`config.mk`:
```
export PLATFORM = sky130hd
export DESIGN_NAME = zip_stored_entry_deframer_flat
export DESIGN_NICKNAME = d
export VERILOG_FILES = /design/src/rtl/zsed_pkg.sv /design/src/rtl/zsed_ifs.sv /design/src/rtl/zip_stored_entry_deframer.sv /design/src/rtl/zsed_parser.sv /design/src/rtl/zsed_out_queue.sv /design/src/flat_wrapper.sv
export SDC_FILE = /design/constraint.sdc
export NUM_CORES = 1
export LEC_CHECK = 0
export ABC_AREA = 1
export ABC_CLOCK_PERIOD_IN_PS = 6650
export BUFFER_PORTS_ARGS = -buffer_cell sky130_fd_sc_hd__buf_4
export CAP_MARGIN = 20
export CORE_ASPECT_RATIO = 1.2
export CORE_MARGIN = 2
export CORE_UTILIZATION = 56
export DETAILED_ROUTE_END_ITERATION = 12
export PLACE_DENSITY = 0.72
export SLEW_MARGIN = 40
export SYNTH_ARGS = -nofsm -noshare
export SYNTH_HDL_FRONTEND = slang
export SYNTH_SLANG_ARGS = --single-unit
```
`constraint.sdc`:
```
create_clock -name clk -period 6.65 [get_ports clk]
set_input_delay 0 -clock clk [delete_from_list [all_inputs] [get_ports clk]]
set_output_delay 0 -clock clk [all_outputs]
set_load 0.005 [all_outputs]
```
`src/rtl/zsed_pkg.sv`:
```
`default_nettype none
package zsed_pkg;

  localparam logic [31:0] SIGNATURE_VALUE = 32'h04034b50;
  localparam logic [15:0] STORED_METHOD   = 16'h0000;

  // byte positions inside the signature and the fixed 26-byte header
  localparam logic [4:0] SIG_LAST_IDX   = 5'd3;
  localparam logic [4:0] HDR_METHOD_LO  = 5'd4;
  localparam logic [4:0] HDR_METHOD_HI  = 5'd5;
  localparam logic [4:0] HDR_STORED_B0  = 5'd14;
  localparam logic [4:0] HDR_STORED_B1  = 5'd15;
  localparam logic [4:0] HDR_STORED_B2  = 5'd16;
  localparam logic [4:0] HDR_STORED_B3  = 5'd17;
  localparam logic [4:0] HDR_PLAIN_B0   = 5'd18;
  localparam logic [4:0] HDR_PLAIN_B1   = 5'd19;
  localparam logic [4:0] HDR_PLAIN_B2   = 5'd20;
  localparam logic [4:0] HDR_PLAIN_B3   = 5'd21;
  localparam logic [4:0] HDR_NAME_LO    = 5'd22;
  localparam logic [4:0] HDR_NAME_HI    = 5'd23;
  localparam logic [4:0] HDR_EXTRA_LO   = 5'd24;
  localparam logic [4:0] HDR_EXTRA_HI   = 5'd25;

  // result queue depth; two free slots are needed to take a byte
  localparam int ZSED_QUEUE_DEPTH = 4;

  typedef enum logic [2:0] {
    K_NAME       = 3'd0,
    K_PAYLOAD    = 3'd1,
    K_EMPTY      = 3'd2,
    K_COMPRESSED = 3'd3,
    K_SIZE       = 3'd4,
    K_END        = 3'd5
  } kind_t;

  typedef enum logic [6:0] {
    PH_SIG     = 7'b0000001,
    PH_HDR     = 7'b0000010,
    PH_NAME    = 7'b0000100,
    PH_EXTRA   = 7'b0001000,
    PH_PAYLOAD = 7'b0010000,
    PH_ENDED   = 7'b0100000,
    PH_HALTED  = 7'b1000000
  } phase_t;

  typedef struct packed {
    logic [2:0] kind;
    logic [7:0] data_byte;
    logic       is_last;
  } zsed_res_t;

  // up to two results per accepted byte; second only ever follows a first
  typedef struct packed {
    logic      push0;
    logic      push1;
    zsed_res_t res0;
    zsed_res_t res1;
  } zsed_push_t;

endpackage
`default_nettype wire

```
`src/rtl/zsed_ifs.sv`:
```
`default_nettype none
interface zsed_in_if;
  logic       valid;
  logic       ready;
  logic [7:0] archive_byte;

  modport source (output valid, output archive_byte, input ready);
  modport sink   (input valid, input archive_byte, output ready);
endinterface

interface zsed_out_if;
  logic       valid;
  logic       ready;
  logic [2:0] kind;
  logic [7:0] data_byte;
  logic       is_last;

  modport source (output valid, output kind, output data_byte, output is_last, input ready);
  modport sink   (input valid, input kind, input data_byte, input is_last, output ready);
endinterface
`default_nettype wire

```
`src/rtl/zip_stored_entry_deframer.sv`:
```
// Stored-entry deframer for a zip-style archive byte stream.
//
// in_bytes  : one archive byte per item (valid/ready).
// out_items : results {kind, data_byte, is_last}. Name bytes and stored
//             payload bytes are passed on, each entry's last name byte and
//             last payload byte marked; an empty entry, a compressed entry,
//             a size mismatch and the archive end each give one marker item.
//
// A result is registered in the result queue and offered on out_items once
// the items ahead of it are taken. Bytes are taken at one per cycle while
// the queue has room. A last name byte that completes the header and raises
// a marker gives two results; the second follows the first through the queue.
//
// The parser updates its phase and counters for each accepted byte and
// pushes its results into a small queue (ZSED_QUEUE_DEPTH entries). in_bytes
// is ready while the queue has two free slots, so a stalled receiver fills
// the queue and then holds the sender off; nothing is dropped.
// Reset: synchronous, active low; back to the signature phase, queue empty.
// After an archive end or an error the block consumes and drops every byte
// until reset.
`default_nettype none
module zip_stored_entry_deframer
  import zsed_pkg::*;
#(
  parameter int QUEUE_DEPTH = ZSED_QUEUE_DEPTH
) (
  input  wire logic  clk,
  input  wire logic  rst_n,
  zsed_in_if.sink    in_bytes,
  zsed_out_if.source out_items
);

  zsed_push_t push;   // results of the byte taken this cycle
  logic       room;   // queue can take a full pair

  zsed_parser u_parser (
    .clk      (clk),
    .rst_n    (rst_n),
    .room     (room),
    .in_bytes (in_bytes),
    .push     (push)
  );

  zsed_out_queue #(
    .DEPTH (QUEUE_DEPTH)
  ) u_queue (
    .clk       (clk),
    .rst_n     (rst_n),
    .push      (push),
    .room      (room),
    .out_items (out_items)
  );

endmodule
`default_nettype wire

```
`src/rtl/zsed_parser.sv`:
```
`default_nettype none
module zsed_parser
  import zsed_pkg::*;
(
  input  wire logic   clk,
  input  wire logic   rst_n,
  input  wire logic   room,
  zsed_in_if.sink     in_bytes,
  output zsed_push_t  push
);

  phase_t      phase_r,   phase_nxt;
  logic [4:0]  idx_r,     idx_nxt;
  logic [31:0] sig_r,     sig_nxt;
  logic [15:0] method_r,  method_nxt;
  logic [31:0] stored_r,  stored_nxt;
  logic [31:0] plain_r,   plain_nxt;
  logic [15:0] name_r,    name_nxt;
  logic [15:0] extra_r,   extra_nxt;
  logic [31:0] payload_r, payload_nxt;

  logic        in_fire;
  logic [7:0]  b;
  logic [31:0] sig_shifted;

  // header check outcome, depends only on stored header fields
  logic        chk_emit;
  kind_t       chk_kind;
  phase_t      chk_phase;
  zsed_res_t   chk_res;

  assign in_bytes.ready = room;
  assign in_fire        = in_bytes.valid && room;
  assign b              = in_bytes.archive_byte;
  assign sig_shifted    = {b, sig_r[31:8]};

  always_comb begin
    chk_emit  = 1'b1;
    chk_kind  = K_EMPTY;
    chk_phase = PH_SIG;
    if (method_r != STORED_METHOD) begin
      chk_kind  = K_COMPRESSED;
      chk_phase = PH_HALTED;
    end else if (stored_r != plain_r) begin
      chk_kind  = K_SIZE;
      chk_phase = PH_HALTED;
    end else if (stored_r == 32'd0) begin
      chk_kind  = K_EMPTY;
      chk_phase = PH_SIG;
    end else begin
      chk_emit  = 1'b0;
      chk_phase = PH_PAYLOAD;
    end
    chk_res = '{kind: chk_kind, data_byte: 8'd0, is_last: 1'b0};
  end

  always_comb begin
    phase_nxt   = phase_r;
    idx_nxt     = idx_r;
    sig_nxt     = sig_r;
    method_nxt  = method_r;
    stored_nxt  = stored_r;
    plain_nxt   = plain_r;
    name_nxt    = name_r;
    extra_nxt   = extra_r;
    payload_nxt = payload_r;
    push        = '0;

    if (in_fire) begin
      unique case (phase_r)
        PH_SIG: begin
          sig_nxt = sig_shifted;
          idx_nxt = idx_r + 5'd1;
          if (idx_r == SIG_LAST_IDX) begin
            idx_nxt = 5'd0;
            if (sig_shifted == SIGNATURE_VALUE) begin
              phase_nxt = PH_HDR;
            end else begin
              phase_nxt  = PH_ENDED;
              push.push0 = 1'b1;
              push.res0  = '{kind: K_END, data_byte: 8'd0, is_last: 1'b0};
            end
          end
        end
        PH_HDR: begin
          unique case (idx_r)
            HDR_METHOD_LO: method_nxt[7:0]   = b;
            HDR_METHOD_HI: method_nxt[15:8]  = b;
            HDR_STORED_B0: stored_nxt[7:0]   = b;
            HDR_STORED_B1: stored_nxt[15:8]  = b;
            HDR_STORED_B2: stored_nxt[23:16] = b;
            HDR_STORED_B3: stored_nxt[31:24] = b;
            HDR_PLAIN_B0:  plain_nxt[7:0]    = b;
            HDR_PLAIN_B1:  plain_nxt[15:8]   = b;
            HDR_PLAIN_B2:  plain_nxt[23:16]  = b;
            HDR_PLAIN_B3:  plain_nxt[31:24]  = b;
            HDR_NAME_LO:   name_nxt[7:0]     = b;
            HDR_NAME_HI:   name_nxt[15:8]    = b;
            HDR_EXTRA_LO:  extra_nxt[7:0]    = b;
            HDR_EXTRA_HI:  extra_nxt[15:8]   = b;
            default: ;
          endcase
          idx_nxt = idx_r + 5'd1;
          if (idx_r == HDR_EXTRA_HI) begin
            idx_nxt = 5'd0;
            if (name_nxt != 16'd0) begin
              phase_nxt = PH_NAME;
            end else if (extra_nxt != 16'd0) begin
              phase_nxt = PH_EXTRA;
            end else begin
              phase_nxt   = chk_phase;
              push.push0  = chk_emit;
              push.res0   = chk_res;
              payload_nxt = stored_r;
              sig_nxt     = 32'd0;
            end
          end
        end
        PH_NAME: begin
          push.push0 = 1'b1;
          push.res0  = '{kind: K_NAME, data_byte: b, is_last: (name_r == 16'd1)};
          name_nxt   = name_r - 16'd1;
          if (name_r == 16'd1) begin
            if (extra_r != 16'd0) begin
              phase_nxt = PH_EXTRA;
            end else begin
              // header completes on the last name byte: check outcome follows it
              phase_nxt   = chk_phase;
              push.push1  = chk_emit;
              push.res1   = chk_res;
              payload_nxt = stored_r;
              sig_nxt     = 32'd0;
            end
          end
        end
        PH_EXTRA: begin
          extra_nxt = extra_r - 16'd1;
          if (extra_r == 16'd1) begin
            phase_nxt   = chk_phase;
            push.push0  = chk_emit;
            push.res0   = chk_res;
            payload_nxt = stored_r;
            sig_nxt     = 32'd0;
          end
        end
        PH_PAYLOAD: begin
          push.push0  = 1'b1;
          push.res0   = '{kind: K_PAYLOAD, data_byte: b, is_last: (payload_r == 32'd1)};
          payload_nxt = payload_r - 32'd1;
          if (payload_r == 32'd1) begin
            phase_nxt = PH_SIG;
            idx_nxt   = 5'd0;
            sig_nxt   = 32'd0;
          end
        end
        PH_ENDED, PH_HALTED: ;
        default: ;
      endcase
    end
  end

  always_ff @(posedge clk) begin
    if (!rst_n) begin
      phase_r   <= PH_SIG;
      idx_r     <= 5'd0;
      sig_r     <= 32'd0;
      method_r  <= 16'd0;
      stored_r  <= 32'd0;
      plain_r   <= 32'd0;
      name_r    <= 16'd0;
      extra_r   <= 16'd0;
      payload_r <= 32'd0;
    end else begin
      phase_r   <= phase_nxt;
      idx_r     <= idx_nxt;
      sig_r     <= sig_nxt;
      method_r  <= method_nxt;
      stored_r  <= stored_nxt;
      plain_r   <= plain_nxt;
      name_r    <= name_nxt;
      extra_r   <= extra_nxt;
      payload_r <= payload_nxt;
    end
  end

  a_halt_sticks: assert property (@(posedge clk) disable iff (!rst_n)
    phase_r == PH_HALTED |=> phase_r == PH_HALTED)
    else $error("halted phase left without reset");

  a_dead_silent: assert property (@(posedge clk) disable iff (!rst_n)
    (phase_r == PH_ENDED || phase_r == PH_HALTED) |-> !push.push0 && !push.push1)
    else $error("result produced after archive end or halt");

  a_pair_shape: assert property (@(posedge clk) disable iff (!rst_n)
    push.push1 |-> push.push0 && push.res0.kind == K_NAME && phase_r == PH_NAME)
    else $error("second result without a leading name byte");

endmodule
`default_nettype wire

```
`src/rtl/zsed_out_queue.sv`:
```
`default_nettype none
module zsed_out_queue
  import zsed_pkg::*;
#(
  parameter int DEPTH = ZSED_QUEUE_DEPTH
) (
  input  wire logic        clk,
  input  wire logic        rst_n,
  input  wire zsed_push_t  push,
  output logic             room,
  zsed_out_if.source       out_items
);

  localparam int PW = (DEPTH > 1) ? $clog2(DEPTH) : 1;
  localparam int CW = $clog2(DEPTH + 1);

  zsed_res_t       mem_r [DEPTH];
  logic [PW-1:0]   wr_r, wr_nxt, rd_r, rd_nxt, wr1;
  logic [CW-1:0]   cnt_r, cnt_nxt;
  logic            pop;
  zsed_res_t       head;

  function automatic logic [PW-1:0] ptr_inc(input logic [PW-1:0] p);
    return (p == PW'(DEPTH - 1)) ? '0 : p + 1'b1;
  endfunction

  assign wr1  = ptr_inc(wr_r);
  assign head = mem_r[rd_r];
  assign pop  = out_items.valid && out_items.ready;
  assign room = cnt_r <= CW'(DEPTH - 2);

  assign out_items.valid     = cnt_r != '0;
  assign out_items.kind      = head.kind;
  assign out_items.data_byte = head.data_byte;
  assign out_items.is_last   = head.is_last;

  always_comb begin
    wr_nxt  = push.push1 ? ptr_inc(wr1) : (push.push0 ? wr1 : wr_r);
    rd_nxt  = pop ? ptr_inc(rd_r) : rd_r;
    cnt_nxt = cnt_r + CW'(push.push0) + CW'(push.push1) - CW'(pop);
  end

  always_ff @(posedge clk) begin
    for (int i = 0; i < DEPTH; i++) begin
      if (push.push0 && wr_r == PW'(i)) begin
        mem_r[i] <= push.res0;
      end else if (push.push1 && wr1 == PW'(i)) begin
        mem_r[i] <= push.res1;
      end
    end
  end

  always_ff @(posedge clk) begin
    if (!rst_n) begin
      wr_r  <= '0;
      rd_r  <= '0;
      cnt_r <= '0;
    end else begin
      wr_r  <= wr_nxt;
      rd_r  <= rd_nxt;
      cnt_r <= cnt_nxt;
    end
  end

  a_no_overflow: assert property (@(posedge clk) disable iff (!rst_n)
    cnt_r <= CW'(DEPTH))
    else $error("result queue overflow");

  a_pair_fits: assert property (@(posedge clk) disable iff (!rst_n)
    push.push0 |-> cnt_r <= CW'(DEPTH - 2))
    else $error("push into queue without two free slots");

  a_hold_stalled: assert property (@(posedge clk) disable iff (!rst_n)
    out_items.valid && !out_items.ready |=> out_items.valid && $stable(out_items.kind)
      && $stable(out_items.data_byte) && $stable(out_items.is_last))
    else $error("stalled result item changed or dropped");

endmodule
`default_nettype wire

```
`src/flat_wrapper.sv`:
```
// flat-port wrapper written by rule: the top's interface ports become plain ports
module zip_stored_entry_deframer_flat import zsed_pkg::*;
#(
  parameter int QUEUE_DEPTH = ZSED_QUEUE_DEPTH
)
  (clk, rst_n, in_bytes_valid, in_bytes_archive_byte, in_bytes_ready, out_items_valid, out_items_kind, out_items_data_byte, out_items_is_last, out_items_ready);
  zsed_in_if in_bytes_i ();
  zsed_out_if out_items_i ();
  input  wire logic clk;
  input  wire logic rst_n;
  input wire logic [$bits(in_bytes_i.valid)-1:0] in_bytes_valid;
  input wire logic [$bits(in_bytes_i.archive_byte)-1:0] in_bytes_archive_byte;
  output wire logic [$bits(in_bytes_i.ready)-1:0] in_bytes_ready;
  output wire logic [$bits(out_items_i.valid)-1:0] out_items_valid;
  output wire logic [$bits(out_items_i.kind)-1:0] out_items_kind;
  output wire logic [$bits(out_items_i.data_byte)-1:0] out_items_data_byte;
  output wire logic [$bits(out_items_i.is_last)-1:0] out_items_is_last;
  input wire logic [$bits(out_items_i.ready)-1:0] out_items_ready;
  assign in_bytes_i.valid = in_bytes_valid;
  assign in_bytes_i.archive_byte = in_bytes_archive_byte;
  assign in_bytes_ready = in_bytes_i.ready;
  assign out_items_valid = out_items_i.valid;
  assign out_items_kind = out_items_i.kind;
  assign out_items_data_byte = out_items_i.data_byte;
  assign out_items_is_last = out_items_i.is_last;
  assign out_items_i.ready = out_items_ready;
  zip_stored_entry_deframer #(.QUEUE_DEPTH(QUEUE_DEPTH)) u_core (.clk(clk), .rst_n(rst_n), .in_bytes(in_bytes_i), .out_items(out_items_i));
endmodule
```
==> flow_metrics.py <==
metrics = {
    "grt": {
        "grt_pass1_vias": 11300,
        "grt_usage": 0.289,
        "antenna_found_initial": 0,
        "grt_overflow": 0,
        "grt_max_degree": 78,
        "grt_pass1_wl_um": 56900,
    },
    "floorplan": {
        "rows": 60,
        "fp.dieH_um": 170,
        "core_um2": 22500,
        "start_util": 0.572,
        "die_w_um": 142,
        "io_pins": 26,
        "die_area_um2": 24200,
    },
    "clocking": {
        "cts_made_buffers": 26,
        "cts.sinks": 237,
        "cts-root-buf": "clkbuf_16",
        "cts_tree": "built",
        "clk_latency_ps": 550,
        "htree_num_levels": 1,
        "clk_pin_slew_worst_paths_ps": 60,
        "post_cts_resized": 0,
        "postCtsSetupRepairBufs": 0,
        "clockBufferDepth": 3,
    },
    "yosys": {
        "synth.most_common_cell": "nand2_1",
        "netlist.area_leader.share": 0.308,
        "yosys-top-cells-count": "nand2_1, nor2_1, inv_1",
        "ys_ff_latch": 237,
        "synth-async-reset-ratio": 0,
        "syn-num-nets": 1917,
        "postSynthCellCount": 1884,
        "ys_top_cells_by_area": "dfxtp_1, nand2_1, edfxtp_1, a21oi_1, o21ai_0",
        "post_synth.cell_area_avg_um2": 6.84,
        "syn_area_um2": 12900,
        "yosysWarnings": 0,
        "ys_types": 47,
        "yosysSeqAreaShare": 0.399,
        "yosys.area.top_type": "dfxtp_1",
        "synth-edff-count": 39,
        "synth_flop_cell": "dfxtp_1",
    },
    "critical_path": {
        "crit_buf_inv": 3,
        "cp-end-kind": "flip-flop",
        "path_delay_family": "simple AND/OR/NAND/NOR gates",
        "crit_arrival_ps": 4500,
        "criticalPathCategory": "flip-flop to flip-flop",
        "worst_path_max_delay_cell": "inv_1",
        "slowest_delay_ps": 490,
        "required_ps": 7070,
        "worstPathCellList": "inv_1 > ha_1 > or2_2 > nand2_1 > inv_1 > nand2_1 > nor3_2 > nand2_1 > ha_1 > inv_1 > fa_1 > fa_1 > xor2_1 > nor2_1",
        "start_kind": "flip-flop",
        "critPathMaxFanout": 13,
    },
    "detailed_routing": {
        "first_iter_violations": 960,
        "drc": 0,
        "viasPerCell": 5.66,
        "ant_nets": 0,
        "vias": 12300,
        "wirelength_um": 35200,
        "wl_per_cell_um": 16.2,
        "detail_route.first_pass.iterations": 5,
    },
    "final_layout": {
        "fin_nets": 1908,
        "areaGrowthSynthToFinish_pct": 9.49,
        "drive_gt1_frac": 0.0654,
        "post-route-util": 0.626,
        "diodes": 0,
    },
    "timing": {
        "hold_viol_final": 0,
        "maxSlewHeadroom": 0.481,
        "post-route-period-util": 0.614,
        "period_needed_ps": 4080,
        "finalClockSkew_ps": 23.4,
        "rsz0062_at_grt": "false",
        "tightest_slew_ps": 775,
        "slew_viol_final": 0,
        "max_freq_ghz": 0.245,
        "whs_ps": 300,
        "setup_viol": 0,
        "fin_setup_tns_ps": 0,
    },
    "power_and_ir_drop": {
        "p_sw_frac": 0.299,
        "power_frac_seq": 0.426,
        "pwr-share-clk": 0.382,
        "peakVddDrop_mv": 0.195,
        "power-per-cell-area_nw_per_um2": 262,
        "power.internal_mw": 2.58,
        "p_leak_nw": 6.16,
        "pwr-share-comb": 0.193,
        "p_sw_mw": 1.10,
    },
    "placed_design": {
        "place_congestion": 0.945,
        "numPortBuffers": 25,
        "hpwl_um": 24000,
    },
    "worst_hold_path": {
        "hp-class": "primary input to flip-flop",
    },
    "outcome": {
        "outcome": "completed",
    },
    "run": {
        "drv_cap": 0,
    },
}
cell type report:
cell class              count  area, um2
repair buffers             47        400
multi-input cells        1346       6590
flip-flops and latches    237       5130
inverters                 217        815
clock buffers              37        733
clock inverters            11       87.6
fillers                  2070       8410
well taps                 279        349
registers in the layout, indices dropped and copies added (netlist names), named ones only:
| signal | count |
|---|---|
| u_core.u_parser.name_r | 16 |
| u_core.u_parser.sig_r | 24 |
| u_core.u_queue.wr_r | 2 |
| u_core.u_parser.extra_r | 16 |
| u_core.u_queue.cnt_r | 3 |
| u_core.u_parser.idx_r | 5 |
| u_core.u_parser.plain_r | 32 |
| u_core.u_parser.payload_r | 32 |
| u_core.u_queue.rd_r | 2 |
| u_core.u_parser.stored_r | 32 |
| u_core.u_parser.method_r | 16 |
| u_core.u_parser.phase_r | 7 |
| u_core.u_queue.mem_r | 48 |
final timing paths:
check	from	to	cells after the start	slack, ps
max	u_core.u_queue.cnt_r[1]	u_core.u_queue.cnt_r[2]	14	2570
min	in_bytes_valid	u_core.u_queue.mem_r[2][3]	5	300
min reg2reg	u_core.u_parser.method_r[7]	u_core.u_parser.method_r[7]	2	450
max reg2reg	u_core.u_queue.cnt_r[1]	u_core.u_queue.cnt_r[2]	14	2570
through the flow:
stage / cells / power (mW) / setup slack (ps) / area [um2]
4_1_cts: 2173 / 3.70 / 2650 / 14100
3_3_place_gp: 2114 / 2.29 / 2790 / 13100
6_report: 2174 / 3.69 / 2570 / 14100
3_5_place_dp: 2114 / 2.30 / 2690 / 13100
2_1_floorplan: 1884 / 2.09 / 3580 / 12900
5_1_grt: 2174 / 3.86 / 2320 / 14100
worst reg2reg max path, delay by kind of cell, from the launching register on:
family / cells / cell delay (ps)
flops: 1 / 300
fa+ha+maj: 4 / 1380
buf+inv: 3 / 660
xor+xnor: 1 / 160
simple gates: 6 / 1460
routing by layer:
metal	global-route usage	wire length (um)	share of wire	vias up
met1	0.384	15300	0.43	5652
met2	0.483	16500	0.47	381
li1	-	-	-	6200
met5	0	0	0	-
met3	0.0450	2490	0.071	73
met4	0.0943	1000	0.029	0
repair_timing:
| item | in CTS | in global routing |
|---|---|---|
| endpoints found under the setup margin | 0 | 0 |
| hold buffers | 11 | 0 |
| endpoints found under the hold margin | 93 | 0 |
layout by cell type, fill, tap and decap left out, types with 7 or more instances in the layout:
cell	n
or2_2	9
clkbuf_16	27
edfxtp_1	39
nand4_1	30
nand3_1	116
dfxtp_1	198
buf_4	35
nor4_1	12
a211oi_1	12
clkbuf_1	8
clkinv_1	7
nor2_2	12
nand2_1	365
a21oi_1	194
o22ai_1	14
xnor2_1	22
inv_1	202
inv_2	8
nor2_1	233
clkinv_2	7
o21ai_0	188
dlygate4sd3_1	11
nor3_1	34
xor2_1	15
ha_1	19
o21ai_1	32
kinds of logic (layout without fill, tap and decap cells):
group | count (synthesis) | after routing | share of synthesized area
compound gates | 452 | 452 | 0.183
xor+xnor | 37 | 37 | 0.0252
simple gates | 835 | 835 | 0.279
buf+inv | 301 | 312 | 0.0922
flops | 237 | 237 | 0.399
mux | 1 | 1 | 0.000777
fa+ha+maj | 21 | 21 | 0.0216
power groups by stage:
stage | sequential (mW) | combinational (mW) | clock [mW]
CTS | 1.57 | 0.708 | 1.42
floorplan | 1.58 | 0.503 | 0
finish | 1.57 | 0.711 | 1.41
global route | 1.58 | 0.805 | 1.47
detailed placement | 1.60 | 0.699 | 0
global placement | 1.60 | 0.687 | 0
(Power assumes the default switching activity.)
